File: src/hw/rtl/ecou_pkg.sv
package ecou_pkg;

   localparam int CORDIC_STEPS_DEF = 16;
   localparam int ATAN_COUNT       = 24;

   // angles in Q9.8 degrees
   localparam int YAW_HALF_TURN  = 46080;
   localparam int YAW_FULL_TURN  = 92160;
   localparam int QUARTER_TURN   = 23040;
   localparam int PITCH_LIMIT    = 22784;
   localparam int ANG18_MAX      = 131071;
   localparam int ANG18_MIN      = -131072;
   localparam int POS_MAX        = 8388607;
   localparam int POS_MIN        = -8388608;
   localparam int ONE_Q14        = 16384;
   localparam int CORDIC_INV_GAIN = 652032874;

   localparam int YAW_RESET      = -23040;
   localparam int SPEED_RESET    = 640;
   localparam int SENS_RESET     = 6554;

   // register indexes
   localparam logic [3:0] REG_MOVE_SPEED = 4'd0;
   localparam logic [3:0] REG_LOOK_SENS  = 4'd1;
   localparam logic [3:0] REG_WUP_X      = 4'd2;
   localparam logic [3:0] REG_WUP_Y      = 4'd3;
   localparam logic [3:0] REG_WUP_Z      = 4'd4;
   localparam logic [3:0] REG_START_X    = 4'd5;
   localparam logic [3:0] REG_START_Y    = 4'd6;
   localparam logic [3:0] REG_START_Z    = 4'd7;

   localparam logic REQ_LOOK = 1'b0;
   localparam logic REQ_MOVE = 1'b1;

   localparam logic [1:0] DIR_FWD   = 2'd0;
   localparam logic [1:0] DIR_BACK  = 2'd1;
   localparam logic [1:0] DIR_LEFT  = 2'd2;
   localparam logic [1:0] DIR_RIGHT = 2'd3;

   localparam logic OP_SQRT = 1'b0;
   localparam logic OP_DIV  = 1'b1;

   typedef struct packed {
      logic start;
      logic op;
   } unit_cmd_type;

   // arctan(2^-i) in degrees, Q.16
   function automatic logic signed [26:0] atan_val(input logic [4:0] i);
      logic signed [26:0] v;
      begin
         case (i)
            5'd0:  v = 27'sd2949120;
            5'd1:  v = 27'sd1740967;
            5'd2:  v = 27'sd919879;
            5'd3:  v = 27'sd466945;
            5'd4:  v = 27'sd234379;
            5'd5:  v = 27'sd117305;
            5'd6:  v = 27'sd58666;
            5'd7:  v = 27'sd29335;
            5'd8:  v = 27'sd14668;
            5'd9:  v = 27'sd7334;
            5'd10: v = 27'sd3667;
            5'd11: v = 27'sd1833;
            5'd12: v = 27'sd917;
            5'd13: v = 27'sd458;
            5'd14: v = 27'sd229;
            5'd15: v = 27'sd115;
            5'd16: v = 27'sd57;
            5'd17: v = 27'sd29;
            5'd18: v = 27'sd14;
            5'd19: v = 27'sd7;
            5'd20: v = 27'sd4;
            5'd21: v = 27'sd2;
            5'd22: v = 27'sd1;
            default: v = 27'sd0;
         endcase
         return v;
      end
   endfunction

endpackage

File: src/hw/rtl/ecou_cordic.sv
module ecou_cordic #(
   parameter int CORDIC_STEPS = ecou_pkg::CORDIC_STEPS_DEF
) (
   input  logic                clock,
   input  logic                reset,
   input  logic                start,
   input  logic signed [17:0]  angle,
   output logic                done,
   output logic signed [33:0]  sin_out,
   output logic signed [33:0]  cos_out
);
   import ecou_pkg::*;

   localparam int IW = $clog2(CORDIC_STEPS);

   logic                busy_ff, busy_in;
   logic                done_ff, done_in;
   logic                neg_ff, neg_in;
   logic [IW-1:0]       cnt_ff, cnt_in;
   logic signed [33:0]  x_ff, x_in, y_ff, y_in;
   logic signed [26:0]  z_ff, z_in;

   always_comb begin
      logic signed [18:0] a19;
      logic signed [18:0] zr;
      logic signed [33:0] dx, dy;
      logic signed [26:0] at;
      a19 = 19'(angle);
      busy_in = busy_ff;
      done_in = 1'b0;
      neg_in  = neg_ff;
      cnt_in  = cnt_ff;
      x_in    = x_ff;
      y_in    = y_ff;
      z_in    = z_ff;
      zr      = a19;
      dx      = y_ff >>> cnt_ff;
      dy      = x_ff >>> cnt_ff;
      at      = atan_val(5'(cnt_ff));
      if (start) begin
         // wrap into a half-open turn, then fold into the right half plane
         if (a19 >= 19'sd46080)
            zr = a19 - 19'(YAW_FULL_TURN);
         else if (a19 < -19'sd46080)
            zr = a19 + 19'(YAW_FULL_TURN);
         neg_in = 1'b0;
         if (zr > 19'(QUARTER_TURN)) begin
            zr = zr - 19'(YAW_HALF_TURN);
            neg_in = 1'b1;
         end else if (zr < -19'sd23040) begin
            zr = zr + 19'(YAW_HALF_TURN);
            neg_in = 1'b1;
         end
         z_in    = 27'(zr) <<< 8;
         x_in    = 34'(CORDIC_INV_GAIN);
         y_in    = '0;
         cnt_in  = '0;
         busy_in = 1'b1;
      end else if (busy_ff) begin
         if (z_ff >= 0) begin
            x_in = x_ff - dx;
            y_in = y_ff + dy;
            z_in = z_ff - at;
         end else begin
            x_in = x_ff + dx;
            y_in = y_ff - dy;
            z_in = z_ff + at;
         end
         cnt_in = cnt_ff + 1'b1;
         if (cnt_ff == IW'(CORDIC_STEPS - 1)) begin
            busy_in = 1'b0;
            done_in = 1'b1;
         end
      end
   end

   always_ff @(posedge clock) begin
      if (reset) begin
         busy_ff <= 1'b0;
         done_ff <= 1'b0;
      end else begin
         busy_ff <= busy_in;
         done_ff <= done_in;
      end
      neg_ff <= neg_in;
      cnt_ff <= cnt_in;
      x_ff   <= x_in;
      y_ff   <= y_in;
      z_ff   <= z_in;
   end

   assign done    = done_ff;
   assign cos_out = neg_ff ? -x_ff : x_ff;
   assign sin_out = neg_ff ? -y_ff : y_ff;

endmodule

File: config.mk
export PLATFORM = sky130hd
export DESIGN_NAME = ecou_cordic
export DESIGN_NICKNAME = d
export VERILOG_FILES = /design/src/hw/rtl/ecou_pkg.sv /design/src/hw/rtl/ecou_cordic.sv
export SDC_FILE = /design/constraint.sdc
export NUM_CORES = 1
export LEC_CHECK = 0
export BUFFER_PORTS_ARGS = -buffer_cell sky130_fd_sc_hd__clkbuf_2
export CORE_ASPECT_RATIO = 0.75
export CORE_MARGIN = 2
export CORE_UTILIZATION = 42
export CTS_BUF_LIST = sky130_fd_sc_hd__clkbuf_4
export CTS_CLUSTER_DIAMETER = 200
export CTS_CLUSTER_SIZE = 28
export DETAILED_ROUTE_END_ITERATION = 10
export SLEW_MARGIN = 5
export SYNTH_ARGS = -nofsm -noshare
export SYNTH_HDL_FRONTEND = slang
export SYNTH_SLANG_ARGS = --single-unit
File: constraint.sdc
create_clock -name clock -period 5.7 [get_ports clock]
set_input_delay 0.285 -clock clock [delete_from_list [all_inputs] [get_ports clock]]
set_output_delay 0.285 -clock clock [all_outputs]
set_load 0.01 [all_outputs]
After elaboration in Yosys (flattened, before gate mapping):

Memories as Yosys holds them, arrays and structs flattened. A register that Yosys moved wholly into a read port is not among the register bits.
Cells that the tools add are included.

* register bits: 102
* bits in read-only memories: 352
* input port bits: 21
* output and inout bits: 69
* word-level logic and storage cells: 52
* memories kept: 1

* add/subtract/negate cells: 13
* order comparisons: 5
* eq/ne operators: 1
* shift operators: 2
* mux-type cells: 19
* bitwise logic cells: 1
* reductions and logical operators: 2

Memory list
* (name not given): depth 16, bits a word 22, rd ports 1, clocked after memory_dff 1, wr ports 0, line ecou_pkg.sv:52 `case (i)`

Operators by type and width (number)
* 34-bit 2-to-1 mux: 4
* 19-bit 2-to-1 mux: 5
* 27-bit 2-to-1 mux: 3
* 34-bit adder: 2
* 34-bit negation: 2
* 34-bit by 4-bit >>> shifter with 34-bit output: 2
* 34-bit subtractor: 2
* 27-bit adder: 1
* 27-bit by 1-bit >= comparator with 1-bit output (second input constant): 1
* 27-bit subtractor: 1
* 18-bit by 18-bit adder with 19-bit output (second input constant): 1
* 19-bit by 17-bit adder with 19-bit output (second input constant): 1
* 19-bit by 16-bit > comparator with 1-bit output (second input constant): 1
* 19-bit by 16-bit less-than comparator with 1-bit output (second input constant): 1
* 18-bit by 18-bit subtractor with 19-bit output (second input constant): 1
* 19-bit by 17-bit subtractor with 19-bit output (second input constant): 1
* 18-bit by 17-bit >= comparator with 1-bit output (second input constant): 1
* 18-bit by 17-bit less-than comparator with 1-bit output (second input constant): 1
* 4-bit 2-to-1 mux: 2
* 1-bit 2-to-1 mux: 5
* 4-bit by 1-bit adder with 4-bit output (second input constant): 1
* 4-bit == test (second input constant): 1
* 3-bit OR reduction: 1
* 2-bit nonzero test: 1
* 1-bit NOT: 1

Longest topological paths before layout:

Gate-level depths: netlist of run 1.

* depth in word-level cells: 8
* gate-level depth with buffers: 30
* gate-level depth less buffers: 26

Least setup slack after synthesis of run 1:

No wires, ideal clock.

* kind: reg2reg
* from: register cnt_ff[3]
* to: register x_ff[33]
* arrival time: 5.867 ns
* data required time: 5.584 ns
* slack: -0.283 ns
* cell stages (with the launch flop): 30
* cell sequence: dfxtp_1 > clkbuf_1 > clkbuf_1 > clkbuf_1 > clkbuf_1 > clkbuf_1 > clkbuf_1 > clkbuf_1 > o21a_1 > ha_1 > inv_1 > or2_0 > a21oi_1 > o211ai_1 > or2_1 > nor2_1 > nand4_1 > o21ai_0 > xnor2_1 > ha_1 > nand2_1 > o21ai_0 > o41ai_1 > nand2_1 > a41o_1 > a41oi_1 > a21oi_1 > xnor2_1 > a21oi_1 > a31o_1

* cells in the longest elaborated chain, start to end: 3

RTL lines
* from (decl): line ecou_cordic.sv:19 `logic [IW-1:0] cnt_ff, cnt_in;`
* from (signal assigned): line ecou_cordic.sv:86 `cnt_ff <= cnt_in;`
* 34-bit by 4-bit >>> shifter with 34-bit output *: line ecou_cordic.sv:37 `dx = y_ff >>> cnt_ff;`
* 34-bit adder or 34-bit subtractor (tied branches): line ecou_cordic.sv:65, ecou_cordic.sv:61
* 34-bit 2-to-1 mux *: line ecou_cordic.sv:60 `if (z_ff >= 0) begin`
* to (signal assigned): line ecou_cordic.sv:87 `x_ff <= x_in;`
* to (decl): line ecou_cordic.sv:20 `logic signed [33:0] x_ff, x_in, y_ff, y_in;`

Every way passes the cells marked *; elsewhere a longest branch is shown, timed or not.
A chain may end at the register's enable or synchronous reset.

Worst setup path after layout of run 1:

* from: register cnt_ff[1]
* to: register x_ff[30]

The elaborated chain is that of the path after synthesis.

==> results of run 1 <==
-- cells by family after synthesis --
logic type	Yosys count	synth area share, %
XOR/XNOR	239	12.7
AO/OA/AOI/OAI	609	24.0
AND/OR/NAND/NOR	632	17.8
multiplexers	187	15.6
flip-flops	124	16.2
adder cells (fa/ha/maj)	112	8.61
buffers and inverters	212	5.19
-- layer usage --
layer  track usage (%)  vias to the layer above
met2              39.8                      685
met3              6.48                       86
met4              7.38                        0
li1                  -                     8045
met1              42.2                     8064
met5                 0                        -
-- timing repair --
item                                   4_1_cts  5_1_grt
hold buffers                                11        0
gates resized for setup                      2       52
cloned                                       0        2
setup buffers                                0       10
setup endpoints to repair                    2       14
endpoints found under the hold margin       12        0
pin swaps                                    0       23
-- critical path: stages (launching register included) --
cell	delay (ns)
dfxtp_4	0.43
buf_12	0.13
buf_4	0.17
mux4_2	0.56
a21oi_1	0.16
or4b_1	0.58
a22oi_4	0.23
o211ai_2	0.15
buf_4	0.16
o31ai_1	0.28
xnor2_1	0.17
ha_1	0.27
a21o_1	0.18
a21o_1	0.19
o21a_1	0.18
nor2_1	0.12
a211oi_2	0.06
buf_4	0.15
o211ai_1	0.30
a211oi_1	0.18
or3_1	0.37
a21oi_1	0.17
xor2_1	0.15
o21ai_0	0.08
-- cell usage after synthesis (all sizes together), types with 18 or more instances --
master and instances:
a21oi 133, o21a 18, edfxtp 20, o21ai 163, a211oi 30, nor2 168
clkbuf 111, mux2i 96, xor2 89, nand2 230, nand2b 25, nand3 36
inv 57, nor3 31, or3 21, xnor2 150, a21o 50, ha 109
buf 43, mux2 39, o31ai 45, and3 19, mux4 52, dfxtp 104
-- layout make-up --
| class | count | area share (%) |
|---|---|---|
| repair buffers | 272 | 10.5 |
| inverters | 58 | 1.15 |
| diodes | 1 | 0.0132 |
| multi-input cells | 1779 | 69.4 |
| clock inverters | 14 | 0.587 |
| flip-flops and latches | 124 | 14.2 |
| well taps | 512 | 3.37 |
| clock buffers | 18 | 0.712 |
-- metrics by stage --
step / hold slack (ns) / utilization [%]
2_1_floorplan: 0.357 / -
3_3_place_gp: 0.462 / 47.4
3_5_place_dp: 0.464 / 47.4
4_1_cts: 0.0869 / 48.3
5_1_grt: 0.101 / 49.2
6_report: 0.144 / 49.2
-- power breakdown --
part | internal, mW | leakage [nW] | switching (mW)
sequential | 1.14 | 1.07 | 0.393
clock | 0.185 | 0.132 | 0.435
combinational | 3.97 | 6.78 | 4.81
-- path summary, 6_finish.rpt --
check                               from               endpoint  slack [ns]
hold reg to reg     z_ff[0]$_SDFFE_PP0P_   z_ff[0]$_SDFFE_PP0P_        0.50
setup reg to reg  cnt_ff[1]$_SDFFE_PP0P_  x_ff[30]$_SDFFE_PP0P_        0.17
setup / recovery  cnt_ff[1]$_SDFFE_PP0P_  x_ff[30]$_SDFFE_PP0P_        0.17
hold / removal                     start  x_ff[10]$_SDFFE_PP0P_        0.14
==> metrics.yaml, run 1 <==
sta:
  relSlewSlack_pct: 36.1
  worstMarginPinSlew_ns: 0.958
  period_needed_ns: 5.53
  fin_setup_tns_ns: 0
  setup_viol: 0
  min_period_over_period_pct: 97.1
  setup_ws_ns: 0.168
  hold_viol_final: 0
  fmax_ghz: 0.181
  clock_skew_ns: 0.0529
  drv_slew: 0
synth:
  synthFlopType: "dfxtp_1"
  async_reset_ff_share_pct: 0
  yosysTopAreaCell: "dfxtp_1"
  synth_cell_type_count: 91
  synth_edf_count: 20
  syn-num-nets: 2248
  synth_area_leaders: "dfxtp_1, ha_1, xnor2_1"
  synth-seq-area-share_pct: 16.2
  synth_warnings: 0
  syn_inst: 2115
  ys_seq_elements: 124
  synth_top_area_share_pct: 12.6
  synth_area_per_cell_sq_um: 7.82
  synth_area_sq_mm: 0.0165
cells_and_area:
  area_delta_synth_final_pct: 14.8
  fillers: 3760
  nets: 2385
  drive_gt1_share_pct: 19.8
  layout_common_cells: "nand2_1, nor2_1, buf_4"
  layout_commonest_cell: "nand2_1"
  seq_area_sq_mm: 0.00270
  stdcell_area_sq_mm: 0.0190
  multi_input_area_sq_mm: 0.0132
  final_cells: 2778
global_route:
  grt_start_max_net_pins: 70
  grt_pass1_wl_microns: 89500
  grt_overflow: 0
  antenna_found_initial: 1
  grt_use_total_pct: 28.1
  grt_pass1_vias: 15469
critical_path:
  worstSetupPathType: "reg -> reg"
  cp-start-kind: "flip-flop"
  end_kind: "flip-flop"
  r2r.worst_path.cells: 23
  crit_required_ns: 6.27
  crit_fanout: 9
  critPathArrivalTime_ns: 6.10
floorplan:
  io-pin-count: 90
  dieHeight_microns: 176
  rows: 62
  fp.dieW_microns: 233
  start_util_pct: 42.9
  dieArea_sq_mm: 0.0410
  core_area_sq_mm: 0.0386
flow_run:
  drv_cap: 0
route:
  drt_iter0_markers: 1741
  wirelength_microns: 58300
  via_per_inst: 6.08
  drc: 0
  wl_per_cell_microns: 21.0
  final_antenna_net_count: 0
  detail_route.first_pass.iterations: 6
  top_layer_used: "met4"
  wl_met3_microns: 5250
  num_vias: 16880
  met2_length_microns: 23700
  wl_met1_microns: 28100
placed_design:
  place_congestion: 0.972
  pre_cts_ws_ns: -0.0372
  hpwl_microns: 43900
  dp.cells: 2722
  port_buffers: 89
  placed_area_sq_mm: 0.0183
run_status:
  status: "complete, no violations"
clock_network:
  cts-root-buf: "clkbuf_4"
  clkLatencyLatePin_ns: 0.69
  cts_tree: "done"
  clkTransAtPathRegs_ns: 0.15
  numCtsBuffers: 17
  clockBufferDepth: 2
  htreeDepth: 4
  clkSinkCount: 124
pwr:
  leakage_nw: 7.98
  peakVddDrop_mv: 0.283
  power.total_mw: 10.9
  power_density_mw_per_mm2: 576
min_path:
  hold_path_class: "in -> reg"
  hold_path_depth: 3
(Power assumes the default switching activity.)
==> run 2, diff against run 1 <==
--- a/config.mk
+++ b/config.mk
@@ -6,6 +6,8 @@
 export NUM_CORES = 1
 export LEC_CHECK = 0
 export BUFFER_PORTS_ARGS = -buffer_cell sky130_fd_sc_hd__clkbuf_2
+export CELL_PAD_IN_SITES_DETAIL_PLACEMENT = 1
+export CELL_PAD_IN_SITES_GLOBAL_PLACEMENT = 1
 export CORE_ASPECT_RATIO = 0.75
 export CORE_MARGIN = 2
 export CORE_UTILIZATION = 42
@@ -13,7 +15,9 @@
 export CTS_CLUSTER_DIAMETER = 200
 export CTS_CLUSTER_SIZE = 28
 export DETAILED_ROUTE_END_ITERATION = 10
+export PLACE_DENSITY_LB_ADDON = 0.1
 export SLEW_MARGIN = 5
 export SYNTH_ARGS = -nofsm -noshare
 export SYNTH_HDL_FRONTEND = slang
 export SYNTH_SLANG_ARGS = --single-unit
+export TNS_END_PERCENT = 1
==> metrics.yaml, run 2 (synthesis results as in run 1) <==
sta:
  drv_slew: 0
  hold_viol_final: 0
  setup_viol: 0
  worstMarginPinSlew_ns: 1.07
  clock_skew_ns: 0.0297
  relSlewSlack_pct: 28.6
  fmax_ghz: 0.177
  whs_ns: 0.128
  rsz0062_at_grt: "true"
  min_period_over_period_pct: 98.8
  period_needed_ns: 5.63
clock_network:
  clkTransAtPathRegs_ns: 0.15
  clkLatencyLatePin_ns: 0.69
  cts-root-buf: "clkbuf_4"
  clockBufferDepth: 2
  numCtsBuffers: 17
  clkSinkCount: 124
  htreeDepth: 4
  cts_tree: "done"
pwr:
  power_density_mw_per_mm2: 592
  p_int_mw: 5.81
  leakage_nw: 8.56
  p_comb_share_pct: 80.8
  peakVddDrop_mv: 0.253
  clkPwrFrac_pct: 6.8
  p_sw_share_pct: 51.1
  seqPwrFrac_pct: 12.3
  power.total_mw: 11.9
  p_switching_mw: 6.08
critical_path:
  crit_required_ns: 6.28
  path_buf_inv: 2
  worstSetupPathType: "reg -> reg"
  critPathTopFamily: "compound AO/OA/AOI/OAI gates"
  cp-start-kind: "flip-flop"
  r2r-start: "cnt_ff[1]$_SDFFE_PP0P_"
  path_cells: "buf_4, mux4_2, mux2_2, a21oi_2, ha_2, inv_1, or2_4, a21oi_4, o211ai_1, or2_4, o31ai_1, xnor2_1, ha_1, a21o_1, a21oi_1, nor2b_1, a2111o_1, o211ai_1, a211oi_2, or3_1, a21oi_2, xor2_1, o21ai_0"
  end_kind: "flip-flop"
  slowest_stage: "mux4_2"
  critPathMaxStageDelay_ns: 0.53
  critPathArrivalTime_ns: 6.21
  rrSetupSlack_ns: 0.07
  crit_fanout: 7
  r2r.worst_path.cells: 23
  r2r-end: "x_ff[30]$_SDFFE_PP0P_"
cells_and_area:
  layout_common_cells: "buf_4, nand2_1, nor2_1"
  fillers: 4699
  area_delta_synth_final_pct: 21.3
  drive_gt1_share_pct: 24.4
  multi_input_area_sq_mm: 0.0135
  seq_area_sq_mm: 0.00270
  layout_commonest_cell: "buf_4"
  final_cells: 2868
  nets: 2476
placed_design:
  port_buffers: 89
  place_congestion: 0.962
  hpwl_microns: 50700
  dp.cells: 2796
route:
  via_per_inst: 6.15
  wirelength_microns: 66500
  wl_per_cell_microns: 23.2
  final_antenna_net_count: 0
  drt_iter0_markers: 1484
  num_vias: 17625
  drc: 0
  detail_route.first_pass.iterations: 5
floorplan:
  io-pin-count: 90
  fp.dieW_microns: 233
  rows: 62
  dieHeight_microns: 176
  dieArea_sq_mm: 0.0410
  start_util_pct: 42.9
  core_area_sq_mm: 0.0386
min_path:
  hold_end: "x_ff[27]$_SDFFE_PP0P_"
  hold_path_class: "in -> reg"
  hold_path_depth: 2
  min_from: "start"
global_route:
  grt_pass1_wl_microns: 103000
  antenna_found_initial: 3
  grt_use_total_pct: 32.2
  grt_overflow: 0
  grt_start_max_net_pins: 69
  grt_pass1_vias: 17598
run_status:
  status: "complete, no violations"
flow_run:
  drv_cap: 0
run 2: changes by cell type in the layout (fill, tap and decap cells not counted), sizes merged:
cell | previous run | this run
buf | 170 | 262
bufinv | 0 | 5
clkinvlp | 2 | 1
inv | 63 | 57
run 2: worst max path at each step:
stage | startpoint | end | depth (start not counted)
2_1_floorplan | cnt_ff[2]$_SDFFE_PP0P_ | y_ff[33]$_SDFFE_PP0P_ | 23
3_3_place_gp | cnt_ff[1]$_SDFFE_PP0P_ | x_ff[30]$_SDFFE_PP0P_ | 20
3_5_place_dp | cnt_ff[1]$_SDFFE_PP0P_ | x_ff[33]$_SDFFE_PP0P_ | 24
4_1_cts | cnt_ff[1]$_SDFFE_PP0P_ | y_ff[33]$_SDFFE_PP0P_ | 23
5_1_grt | cnt_ff[1]$_SDFFE_PP0P_ | x_ff[30]$_SDFFE_PP0P_ | 23
6_report | cnt_ff[1]$_SDFFE_PP0P_ | x_ff[30]$_SDFFE_PP0P_ | 23
run 2: final cells by class:
class | instances | area share, %
multi-input cells | 1779 | 67.0
diodes | 1 | 0.0125
clock buffers | 19 | 0.711
well taps | 512 | 3.19
flip-flops and latches | 124 | 13.5
clock inverters | 12 | 0.973
repair buffers | 363 | 13.5
inverters | 58 | 1.11
run 2: repair_timing:
item	4_1_cts	5_1_grt
resized for setup	19	101
hold buffers	11	0
setup buffers	4	24
endpoints found under the hold margin	12	0
pin swaps	1	47
setup endpoints to repair	8	14
gates cloned	0	1
run 2: routing by layer:
layer | GRT usage, % | wire length, microns | vias to the layer above
li1 | - | - | 8209
met1 | 46.9 | 31800 | 8789
met2 | 49.1 | 28900 | 551
met3 | 5.15 | 4490 | 76
met4 | 8.36 | 1370 | 0
met5 | 0 | 0 | -
run 2: worst register-to-register path: stages (launching register included):
cell and delay, ns:
dfxtp_4 0.49, buf_4 0.17, mux4_2 0.53, mux2_2 0.32, a21oi_2 0.16, ha_2 0.19
inv_1 0.04, or2_4 0.27, a21oi_4 0.14, o211ai_1 0.17, or2_4 0.33, o31ai_1 0.34
xnor2_1 0.13, ha_1 0.20, a21o_1 0.18, a21oi_1 0.15, nor2b_1 0.09, a2111o_1 0.38
o211ai_1 0.32, a211oi_2 0.15, or3_1 0.39, a21oi_2 0.16, xor2_1 0.14, o21ai_0 0.08
run 2: power groups by stage:
| stage | Clock [mW] | Sequential, mW | Combinational (mW) |
|---|---|---|---|
| floorplan | 0 | 1.30 | 6.15 |
| global placement | 0 | 1.46 | 8.59 |
| detailed placement | 0 | 1.47 | 8.90 |
| CTS | 0.837 | 1.45 | 9.02 |
| global route | 0.863 | 1.49 | 10.5 |
| finish | 0.811 | 1.47 | 9.61 |
run 2: through the flow:
step | TNS [ns] | cell area [sq um] | utilization (%) | setup WS (ns)
after global routing | -0.449 | 20100 | 52.0 | -0.118
after global placement | 0 | 18800 | 48.9 | 0.0140
final | 0 | 20100 | 52.0 | 0.0660
after detailed placement | -0.650 | 18800 | 48.9 | -0.203
after floorplan | -0.0508 | 16500 | - | -0.0261
after CTS | 0 | 19400 | 50.3 | 0.00236
